**src/rtl/occ_pkg.sv**
```systemverilog
// Shared types and constants for the occupancy counter with lamp control.
package occ_pkg;

    localparam int TOD_W  = 17;
    localparam int TICK_W = 8;
    localparam int LVL_W  = 7;
    localparam int LAMP_W = 3;
    localparam int PEND_W = 2;
    localparam int OP_W   = 2;
    localparam int IDX_W  = 3;
    localparam int WDATA_W = 17;

    typedef enum logic [OP_W-1:0] {
        OP_TICK   = 2'd0,
        OP_BEAM_A = 2'd1,
        OP_BEAM_B = 2'd2,
        OP_EVAL   = 2'd3
    } op_t;

    typedef enum logic [IDX_W-1:0] {
        REG_WINDOW_START = 3'd0,
        REG_WINDOW_END   = 3'd1,
        REG_TIMEOUT      = 3'd2,
        REG_LEVEL_ONE    = 3'd3,
        REG_LEVEL_TWO    = 3'd4,
        REG_LEVEL_THREE  = 3'd5,
        REG_MAX_OCC      = 3'd6
    } reg_idx_t;

    localparam logic [PEND_W-1:0] PEND_NONE = 2'd0;
    localparam logic [PEND_W-1:0] PEND_A    = 2'd1;
    localparam logic [PEND_W-1:0] PEND_B    = 2'd2;

    localparam logic [LAMP_W-1:0] LAMPS_0 = 3'd0;
    localparam logic [LAMP_W-1:0] LAMPS_1 = 3'd1;
    localparam logic [LAMP_W-1:0] LAMPS_2 = 3'd2;
    localparam logic [LAMP_W-1:0] LAMPS_3 = 3'd3;
    localparam logic [LAMP_W-1:0] LAMPS_4 = 3'd4;

    localparam logic [TOD_W-1:0]  RST_WINDOW_START = 17'd64800;
    localparam logic [TOD_W-1:0]  RST_WINDOW_END   = 17'd79200;
    localparam logic [TICK_W-1:0] RST_TIMEOUT      = 8'd60;
    localparam logic [LVL_W-1:0]  RST_LEVEL_ONE    = 7'd10;
    localparam logic [LVL_W-1:0]  RST_LEVEL_TWO    = 7'd20;
    localparam logic [LVL_W-1:0]  RST_LEVEL_THREE  = 7'd30;
    localparam logic [LVL_W-1:0]  RST_MAX_OCC      = 7'd99;

    typedef struct packed {
        logic [TOD_W-1:0]  window_start;
        logic [TOD_W-1:0]  window_end;
        logic [TICK_W-1:0] timeout;
        logic [LVL_W-1:0]  level_one;
        logic [LVL_W-1:0]  level_two;
        logic [LVL_W-1:0]  level_three;
        logic [LVL_W-1:0]  max_occ;
    } cfg_t;

    typedef struct packed {
        logic [PEND_W-1:0] pending;
        logic [LVL_W-1:0]  occupancy;
        logic [LAMP_W-1:0] lamps_on;
    } res_t;

endpackage

```
**src/rtl/occupancy_counter_lamp_control.sv**
```systemverilog
// Top level of the occupancy counter with lamp control.
//
// The block counts people through a doorway from two beam sensors and sets
// how many lamps are lit. Each input item on the s_ stream is one of four
// operations, chosen by s_tuser: a timer tick, a beam A event, a beam
// B event, or a lamp evaluation that uses time_of_day and dark from s_tdata.
// Every input item yields exactly one result item on the m_ stream carrying
// the lamp count, the people count and the pending-beam code after the item.
//
// An item passes through an input register and then the state update, whose
// outcome is captured in the output register, which drives m_tvalid. One
// item per cycle is sustained while the receiver keeps m_tready high. The
// state update is combinational: a saturating add, compares and threshold
// tests.
//
// When the receiver holds m_tready low, the output register keeps its item,
// the input register keeps the next one, and s_tready drops once both are full;
// nothing is lost or repeated. Reset clears the count, pending flags, tick
// counter and lamp level, empties both registers, and loads the configuration
// registers with their defaults. The user must write configuration through cfg_we/
// cfg_index/cfg_wdata only while no item is in flight, not enforced by the block.
module occupancy_counter_lamp_control #(
    parameter int COUNT_WIDTH = 7
) (
    input  logic                          clk,
    input  logic                          rst_n,
    // Input stream.
    input  logic                          s_tvalid,
    output logic                          s_tready,
    input  logic [23:0]                   s_tdata,   // time_of_day[16:0], dark[17], zero
    input  logic [occ_pkg::OP_W-1:0]      s_tuser,   // op[1:0]
    // Result stream.
    output logic                          m_tvalid,
    input  logic                          m_tready,
    output logic [15:0]                   m_tdata,   // lamps_on[2:0], occupancy[9:3],
                                                     // pending[11:10], zero
    // Configuration write port.
    input  logic                          cfg_we,
    input  logic [occ_pkg::IDX_W-1:0]     cfg_index,
    input  logic [occ_pkg::WDATA_W-1:0]   cfg_wdata
);
    import occ_pkg::*;

    cfg_t              cfg;
    res_t              result;

    logic              in_valid_reg, in_valid_next;
    logic [OP_W-1:0]   op_reg;
    logic [TOD_W-1:0]  tod_reg;
    logic              dark_reg;
    logic              out_valid_reg, out_valid_next;
    res_t              out_res_reg;

    logic              advance;
    logic              fire;
    logic              load;

    // The output register can take a new result when empty or being drained.
    assign advance  = !out_valid_reg || m_tready;
    assign fire     = in_valid_reg && advance;
    assign s_tready = !in_valid_reg || advance;
    assign load     = s_tvalid && s_tready;

    assign in_valid_next  = s_tready ? s_tvalid : in_valid_reg;
    assign out_valid_next = advance ? in_valid_reg : out_valid_reg;

    occ_cfg u_cfg (
        .clk       (clk),
        .rst_n     (rst_n),
        .cfg_we    (cfg_we),
        .cfg_index (cfg_index),
        .cfg_wdata (cfg_wdata),
        .cfg       (cfg)
    );

    occ_step #(
        .COUNT_WIDTH (COUNT_WIDTH)
    ) u_step (
        .clk         (clk),
        .rst_n       (rst_n),
        .fire        (fire),
        .op          (op_reg),
        .time_of_day (tod_reg),
        .dark        (dark_reg),
        .cfg         (cfg),
        .result      (result)
    );

    always_ff @(posedge clk or negedge rst_n)
    begin
        if (!rst_n)
        begin
            in_valid_reg  <= 1'b0;
            out_valid_reg <= 1'b0;
        end
        else
        begin
            in_valid_reg  <= in_valid_next;
            out_valid_reg <= out_valid_next;
        end
    end

    always_ff @(posedge clk)
    begin
        if (load)
        begin
            op_reg   <= s_tuser;
            tod_reg  <= s_tdata[TOD_W-1:0];
            dark_reg <= s_tdata[TOD_W];
        end
        if (fire)
        begin
            out_res_reg <= result;
        end
    end

    assign m_tvalid = out_valid_reg;
    assign m_tdata  = {4'b0000, out_res_reg};

endmodule

```
**src/rtl/occ_cfg.sv**
```systemverilog
// Configuration register file for the occupancy counter.
module occ_cfg (
    input  logic                          clk,
    input  logic                          rst_n,
    input  logic                          cfg_we,
    input  logic [occ_pkg::IDX_W-1:0]     cfg_index,
    input  logic [occ_pkg::WDATA_W-1:0]   cfg_wdata,
    output occ_pkg::cfg_t                 cfg
);
    import occ_pkg::*;

    cfg_t cfg_reg;
    cfg_t cfg_next;

    always_comb
    begin
        cfg_next = cfg_reg;
        if (cfg_we)
        begin
            case (reg_idx_t'(cfg_index))
                REG_WINDOW_START: cfg_next.window_start = cfg_wdata[TOD_W-1:0];
                REG_WINDOW_END:   cfg_next.window_end   = cfg_wdata[TOD_W-1:0];
                REG_TIMEOUT:      cfg_next.timeout      = cfg_wdata[TICK_W-1:0];
                REG_LEVEL_ONE:    cfg_next.level_one    = cfg_wdata[LVL_W-1:0];
                REG_LEVEL_TWO:    cfg_next.level_two    = cfg_wdata[LVL_W-1:0];
                REG_LEVEL_THREE:  cfg_next.level_three  = cfg_wdata[LVL_W-1:0];
                REG_MAX_OCC:      cfg_next.max_occ      = cfg_wdata[LVL_W-1:0];
                default:          cfg_next = cfg_reg;
            endcase
        end
    end

    always_ff @(posedge clk or negedge rst_n)
    begin
        if (!rst_n)
        begin
            cfg_reg.window_start <= RST_WINDOW_START;
            cfg_reg.window_end   <= RST_WINDOW_END;
            cfg_reg.timeout      <= RST_TIMEOUT;
            cfg_reg.level_one    <= RST_LEVEL_ONE;
            cfg_reg.level_two    <= RST_LEVEL_TWO;
            cfg_reg.level_three  <= RST_LEVEL_THREE;
            cfg_reg.max_occ      <= RST_MAX_OCC;
        end
        else
        begin
            cfg_reg <= cfg_next;
        end
    end

    assign cfg = cfg_reg;

endmodule

```
**src/rtl/occ_step.sv**
```systemverilog
// Occupancy state and the per-item update of count, pending flags and lamp level.
module occ_step #(
    parameter int COUNT_WIDTH = 7
) (
    input  logic                        clk,
    input  logic                        rst_n,
    input  logic                        fire,
    input  logic [occ_pkg::OP_W-1:0]    op,
    input  logic [occ_pkg::TOD_W-1:0]   time_of_day,
    input  logic                        dark,
    input  occ_pkg::cfg_t               cfg,
    output occ_pkg::res_t               result
);
    import occ_pkg::*;

    // Common compare width: covers both the count and the 7-bit registers,
    // with one spare bit so that count + 1 cannot wrap.
    localparam int EW = ((COUNT_WIDTH > LVL_W) ? COUNT_WIDTH : LVL_W) + 1;

    logic [COUNT_WIDTH-1:0] count_reg, count_next;
    logic                   a_pend_reg, a_pend_next;
    logic                   b_pend_reg, b_pend_next;
    logic [TICK_W-1:0]      ticks_reg, ticks_next;
    logic [LAMP_W-1:0]      lamp_reg, lamp_next;

    logic [EW-1:0]          cnt_ext;
    logic [EW-1:0]          inc_val;
    logic [EW-1:0]          max_ext;
    logic [EW-1:0]          l1_ext, l2_ext, l3_ext;
    logic [EW-1:0]          occ_ext;
    logic [TICK_W-1:0]      ticks_inc;
    logic                   in_window;
    logic [LAMP_W-1:0]      level;

    assign cnt_ext   = EW'(count_reg);
    assign max_ext   = EW'(cfg.max_occ);
    assign l1_ext    = EW'(cfg.level_one);
    assign l2_ext    = EW'(cfg.level_two);
    assign l3_ext    = EW'(cfg.level_three);
    assign inc_val   = (cnt_ext + EW'(1) >= max_ext) ? max_ext : cnt_ext + EW'(1);
    assign ticks_inc = ticks_reg + TICK_W'(1);
    assign in_window = (time_of_day >= cfg.window_start) &&
                       (time_of_day <= cfg.window_end) && dark;

    // Threshold tests in fixed order; the last one that holds wins.
    always_comb
    begin
        level = lamp_reg;
        if (cnt_ext == '0)
            level = LAMPS_0;
        if (cnt_ext != '0 && cnt_ext < l1_ext)
            level = LAMPS_1;
        if (cnt_ext >= l1_ext && cnt_ext < l2_ext)
            level = LAMPS_2;
        if (cnt_ext >= l2_ext && cnt_ext < l3_ext)
            level = LAMPS_3;
        if (cnt_ext >= l3_ext)
            level = LAMPS_4;
    end

    always_comb
    begin
        count_next  = count_reg;
        a_pend_next = a_pend_reg;
        b_pend_next = b_pend_reg;
        ticks_next  = ticks_reg;
        lamp_next   = lamp_reg;
        case (op_t'(op))
            OP_TICK:
            begin
                if (a_pend_reg || b_pend_reg)
                begin
                    if (ticks_inc >= cfg.timeout)
                    begin
                        a_pend_next = 1'b0;
                        b_pend_next = 1'b0;
                        ticks_next  = '0;
                    end
                    else
                    begin
                        ticks_next = ticks_inc;
                    end
                end
            end
            OP_BEAM_A:
            begin
                if (b_pend_reg)
                begin
                    count_next  = inc_val[COUNT_WIDTH-1:0];
                    a_pend_next = 1'b0;
                    b_pend_next = 1'b0;
                    ticks_next  = '0;
                end
                else
                begin
                    a_pend_next = 1'b1;
                end
            end
            OP_BEAM_B:
            begin
                if (a_pend_reg)
                begin
                    if (count_reg != '0)
                        count_next = count_reg - COUNT_WIDTH'(1);
                    a_pend_next = 1'b0;
                    b_pend_next = 1'b0;
                    ticks_next  = '0;
                end
                else
                begin
                    b_pend_next = 1'b1;
                end
            end
            OP_EVAL:
            begin
                lamp_next = in_window ? level : LAMPS_0;
            end
            default:
            begin
                lamp_next = lamp_reg;
            end
        endcase
    end

    always_ff @(posedge clk or negedge rst_n)
    begin
        if (!rst_n)
        begin
            count_reg  <= '0;
            a_pend_reg <= 1'b0;
            b_pend_reg <= 1'b0;
            ticks_reg  <= '0;
            lamp_reg   <= '0;
        end
        else if (fire)
        begin
            count_reg  <= count_next;
            a_pend_reg <= a_pend_next;
            b_pend_reg <= b_pend_next;
            ticks_reg  <= ticks_next;
            lamp_reg   <= lamp_next;
        end
    end

    assign occ_ext          = EW'(count_next);
    assign result.lamps_on  = lamp_next;
    assign result.occupancy = occ_ext[LVL_W-1:0];
    assign result.pending   = a_pend_next ? PEND_A : (b_pend_next ? PEND_B : PEND_NONE);

endmodule

```
**config.mk**
```make
export PLATFORM = sky130hd
export DESIGN_NAME = occupancy_counter_lamp_control
export DESIGN_NICKNAME = d
export VERILOG_FILES = /design/src/rtl/occ_pkg.sv /design/src/rtl/occupancy_counter_lamp_control.sv /design/src/rtl/occ_cfg.sv /design/src/rtl/occ_step.sv
export SDC_FILE = /design/constraint.sdc
export NUM_CORES = 1
export LEC_CHECK = 0
export ABC_AREA = 1
export BUFFER_PORTS_ARGS = -buffer_cell sky130_fd_sc_hd__buf_2
export CAP_MARGIN = 20
export CORE_AREA = 2 2 207 107
export DETAILED_ROUTE_END_ITERATION = 7
export DIE_AREA = 0 0 209 109
export GPL_TIMING_DRIVEN = 0
export PLACE_DENSITY_LB_ADDON = 0.08
export SLEW_MARGIN = 20
export SYNTH_ARGS = -nofsm -noshare
export SYNTH_HDL_FRONTEND = slang
export SYNTH_SLANG_ARGS = --single-unit
export TNS_END_PERCENT = 20
```
**constraint.sdc**
```tcl
create_clock -name clk -period 3.23 [get_ports clk]
set_clock_uncertainty 0.2 [all_clocks]
set_input_delay 0.323 -clock clk [delete_from_list [all_inputs] [get_ports clk]]
set_output_delay 0.323 -clock clk [all_outputs]
set_load 0.02 [all_outputs]
```
==> impl_metrics.json <==
{
  "outcome": "completed",
  "netlist_instances": 871,
  "antenna_cells": 0,
  "synth_cell_types": 42,
  "tightest_slew_ns": 0.965,
  "drc": 0,
  "critPathCaptureType": "flop",
  "antenna_found_initial": 0,
  "rrSetupSlack_ns": 0.18,
  "synthArstFlopShare_pct": 74.2,
  "grt_max_degree": 70,
  "die_h_um": 109,
  "cp_max_fo": 11,
  "final_antenna_net_count": 0,
  "crit-reg2reg-launch": "u_step.count_reg[0]",
  "power_leakage_nw": 4.38,
  "yosysSeqAreaShare_pct": 45.5,
  "hold_class": "in2reg",
  "rsz0062_at_grt": "no",
  "num_rows": 38,
  "power.total_mw": 6.30,
  "coreArea_um2": 21200,
  "worstSkewPairLatency_ns": 0.42,
  "peakVddDrop_v": 0.000279,
  "io_buffers": 58,
  "period_share_pct": 94.4,
  "netlist_area_um2": 7260,
  "overflow": 0,
  "crit_required_ns": 3.20,
  "multi_input_area_um2": 3350,
  "cts_made_buffers": 17,
  "fill_cells": 2153,
  "path_clk_slew_ns": 0.06,
  "drive_above_1_share_pct": 14.8,
  "fmax_mhz": 328,
  "drv_slew": 0,
  "cp_top_family": "simple AND/OR/NAND/NOR gates",
  "switchingPower_mw": 2.36,
  "avgSynthCellArea_um2": 8.34,
  "crit_chain": "inv_1, ha_1, ha_1, inv_1, a21oi_1, o21bai_1, nand2_1, nand2_1, nand2_2, nand2_1, nand3_1, nand2_1, a21boi_1",
  "grt_pass1_wl_um": 31300,
  "critPathKind": "reg2reg",
  "wl_um": 19300,
  "dp_hpwl_um": 14700,
  "finalHoldViolCount": 0,
  "die-area_um2": 22800,
  "min_from": "cfg_wdata[7]",
  "worstReg2RegEnd": "m_tdata[6]",
  "instances_no_fill": 1282,
  "period_minus_slack_ns": 3.05,
  "path_buf_inv": 2,
  "clk_path_buf_depth": 2,
  "slew_headroom_pct": 35.6,
  "dominantRegCellSynth": "dfrtp_1",
  "drv_cap": 0,
  "final_nets": 1119,
  "numClockSinks": 124,
  "p_int_mw": 3.94,
  "cpMaxStageDelayCell": "dfrtp_2",
  "dr_total_vias": 5792,
  "min_to": "u_cfg.cfg[43]",
  "holdPathStages": 3,
  "ys_ff_latch": 124,
  "area_delta_synth_final_pct": 22.0,
  "r2r_cells": 13,
  "grt_usage_pct": 18.4,
  "io_pins": 69,
  "cts_tree": "built",
  "final-setup-viol-count": 0,
  "start_util_pct": 34.3,
  "grt_pass1_vias": 5540,
  "yosys_warnings": 0,
  "place_inst": 1213,
  "clockRootBuffer": "clkbuf_16",
  "final-seq-area_um2": 3310,
  "crit_top_cell": "nand2_1",
  "switching_share_pct": 37.4,
  "p_comb_share_pct": 36.1,
  "die_w_um": 209,
  "power_density_nw_per_um2": 712,
  "dr.pass1.iters": 5,
  "clkPwrFrac_pct": 28.2,
  "initialDrtViolationCount": 346,
  "gp_congestion": 0.821,
  "start_kind": "flop",
  "synth_edf_count": 32,
  "critPathMaxStageDelay_ns": 0.45,
  "wl_per_cell_um": 15.0,
  "viasPerCell": 4.52,
  "p_seq_share_pct": 35.6,
  "cp.arrival_ns": 3.02,
  "htreeDepth": 4,
  "largest_register_ffs": 70
}
[placed cells by master (no fill, tap or decap), types with 2 or more instances in the layout]
master	synthesis	routed
nand2_1	241	241
a21o_1	3	3
clkbuf_8	0	3
dfstp_2	31	31
clkinv_2	0	3
a21boi_0	5	5
o21ai_0	84	84
buf_4	4	8
a31oi_1	4	4
xor2_1	10	10
ha_1	79	79
a21oi_1	36	36
nand4_1	7	7
clkinv_1	1	3
clkbuf_1	13	16
a21boi_1	2	2
buf_2	2	59
nand3_2	3	3
dlygate4sd3_1	0	33
clkbuf_2	1	2
o21ai_1	3	3
dfrtp_2	0	3
nor2_1	43	43
dfrtp_1	61	58
edfxtp_1	32	32
nand3b_1	2	2
inv_2	3	3
o21bai_1	4	4
or2_2	2	2
nand3_1	42	42
clkinvlp_4	0	2
inv_1	136	136
nand2_2	3	3
clkbuf_16	0	18
conb_1	1	4
[power by group through the flow]
stage | Clock, mW | Combinational (mW) | Sequential, mW
floorplan | 0 | 1.58 | 2.23
global placement | 0 | 2.18 | 2.29
global route | 1.90 | 2.66 | 2.29
detailed placement | 0 | 2.17 | 2.28
CTS | 1.82 | 2.22 | 2.26
finish | 1.78 | 2.28 | 2.25
[worst register-to-register path: stages (launching register included)]
cell and delay [ns]:
dfrtp_2 0.45, inv_1 0.40, ha_1 0.36, ha_1 0.28, inv_1 0.05, a21oi_1 0.04
o21bai_1 0.17, nand2_1 0.07, nand2_1 0.23, nand2_2 0.17, nand2_1 0.09, nand3_1 0.07
nand2_1 0.14, a21boi_1 0.09
[synth_stat cells, types with 2 or more instances]
master,n,area share (%)
nand2_1,241,12
inv_1,136,7.0
o21ai_0,84,5.8
ha_1,79,14
dfrtp_1,61,21
nor2_1,43,2.2
nand3_1,42,2.9
a21oi_1,36,2.5
edfxtp_1,32,13
dfstp_2,31,11
clkbuf_1,13,0.67
xor2_1,10,1.2
nand4_1,7,0.60
a21boi_0,5,0.52
a31oi_1,4,0.34
buf_4,4,0.41
o21bai_1,4,0.41
a21o_1,3,0.31
inv_2,3,0.16
nand2_2,3,0.26
nand3_2,3,0.41
o21ai_1,3,0.21
a21boi_1,2,0.21
buf_2,2,0.14
nand3b_1,2,0.21
or2_2,2,0.17
[how the worst max path moves through the flow]
stage | startpoint | to | slack, ns | cells past startpoint
finish | u_step.count_reg[0] | m_tdata[6] | 0.18 | 13
global route | u_step.count_reg[3] | m_tdata[8] | 0.01 | 13
CTS | u_step.count_reg[2] | m_tdata[6] | 0.10 | 12
detailed placement | u_step.count_reg[1] | m_tdata[6] | 0.005 | 14
global placement | u_step.count_reg[1] | m_tdata[6] | -0.04 | 14
floorplan | u_step.count_reg[1] | m_tdata[4] | 0.64 | 14
[stage by stage]
stage / util [%] / setup slack [ns] / TNS (ns) / hold slack (ns) / instance area [um2]
after floorplan: - / 0.638 / 0 / -0.173 / 7270
after global placement: 37.4 / -0.0352 / -0.0734 / 0.269 / 7920
after detailed placement: 37.6 / 0.00539 / 0 / 0.0116 / 7950
after CTS: 41.7 / 0.102 / 0 / 0.0140 / 8820
after global routing: 41.9 / 0.0135 / 0 / 0.0561 / 8860
final: 41.9 / 0.181 / 0 / 0.0296 / 8860
[per-layer routing]
layer,GRT usage [%],vias up,routed length (um)
met5,0,-,0
li1,-,3051,-
met1,30.3,2626,11400
met4,4.29,0,186
met2,22.1,98,6570
met3,5.62,17,1090
[logic make-up after synthesis]
logic type | after synthesis | share of synthesized area [%]
buffers and inverters | 160 | 8.53
adders and majority gates | 79 | 13.6
AOI/OAI and AO/OA | 146 | 10.9
and+or+nand+nor | 350 | 20.1
xor gates and xnor gates | 11 | 1.33
DFF | 124 | 45.5
other | 1 | 0.0516
[final cells by class]
cell class	count	area share (%)
clock inverters	7	0.424
inverters	140	5.93
repair buffers	96	7.73
well taps	280	3.95
flip-flops and latches	124	37.3
multi-input cells	590	37.9
clock buffers	25	5.72
plain buffers	20	1.07
[timing repair]
item	CTS	global route
pin swaps	0	1
setup buffers	0	4
hold endpoints to repair	105	0
gates resized for setup	1	2
hold buffers	33	0
setup endpoints to repair	3	14
Power figures use the tool's default switching activity.
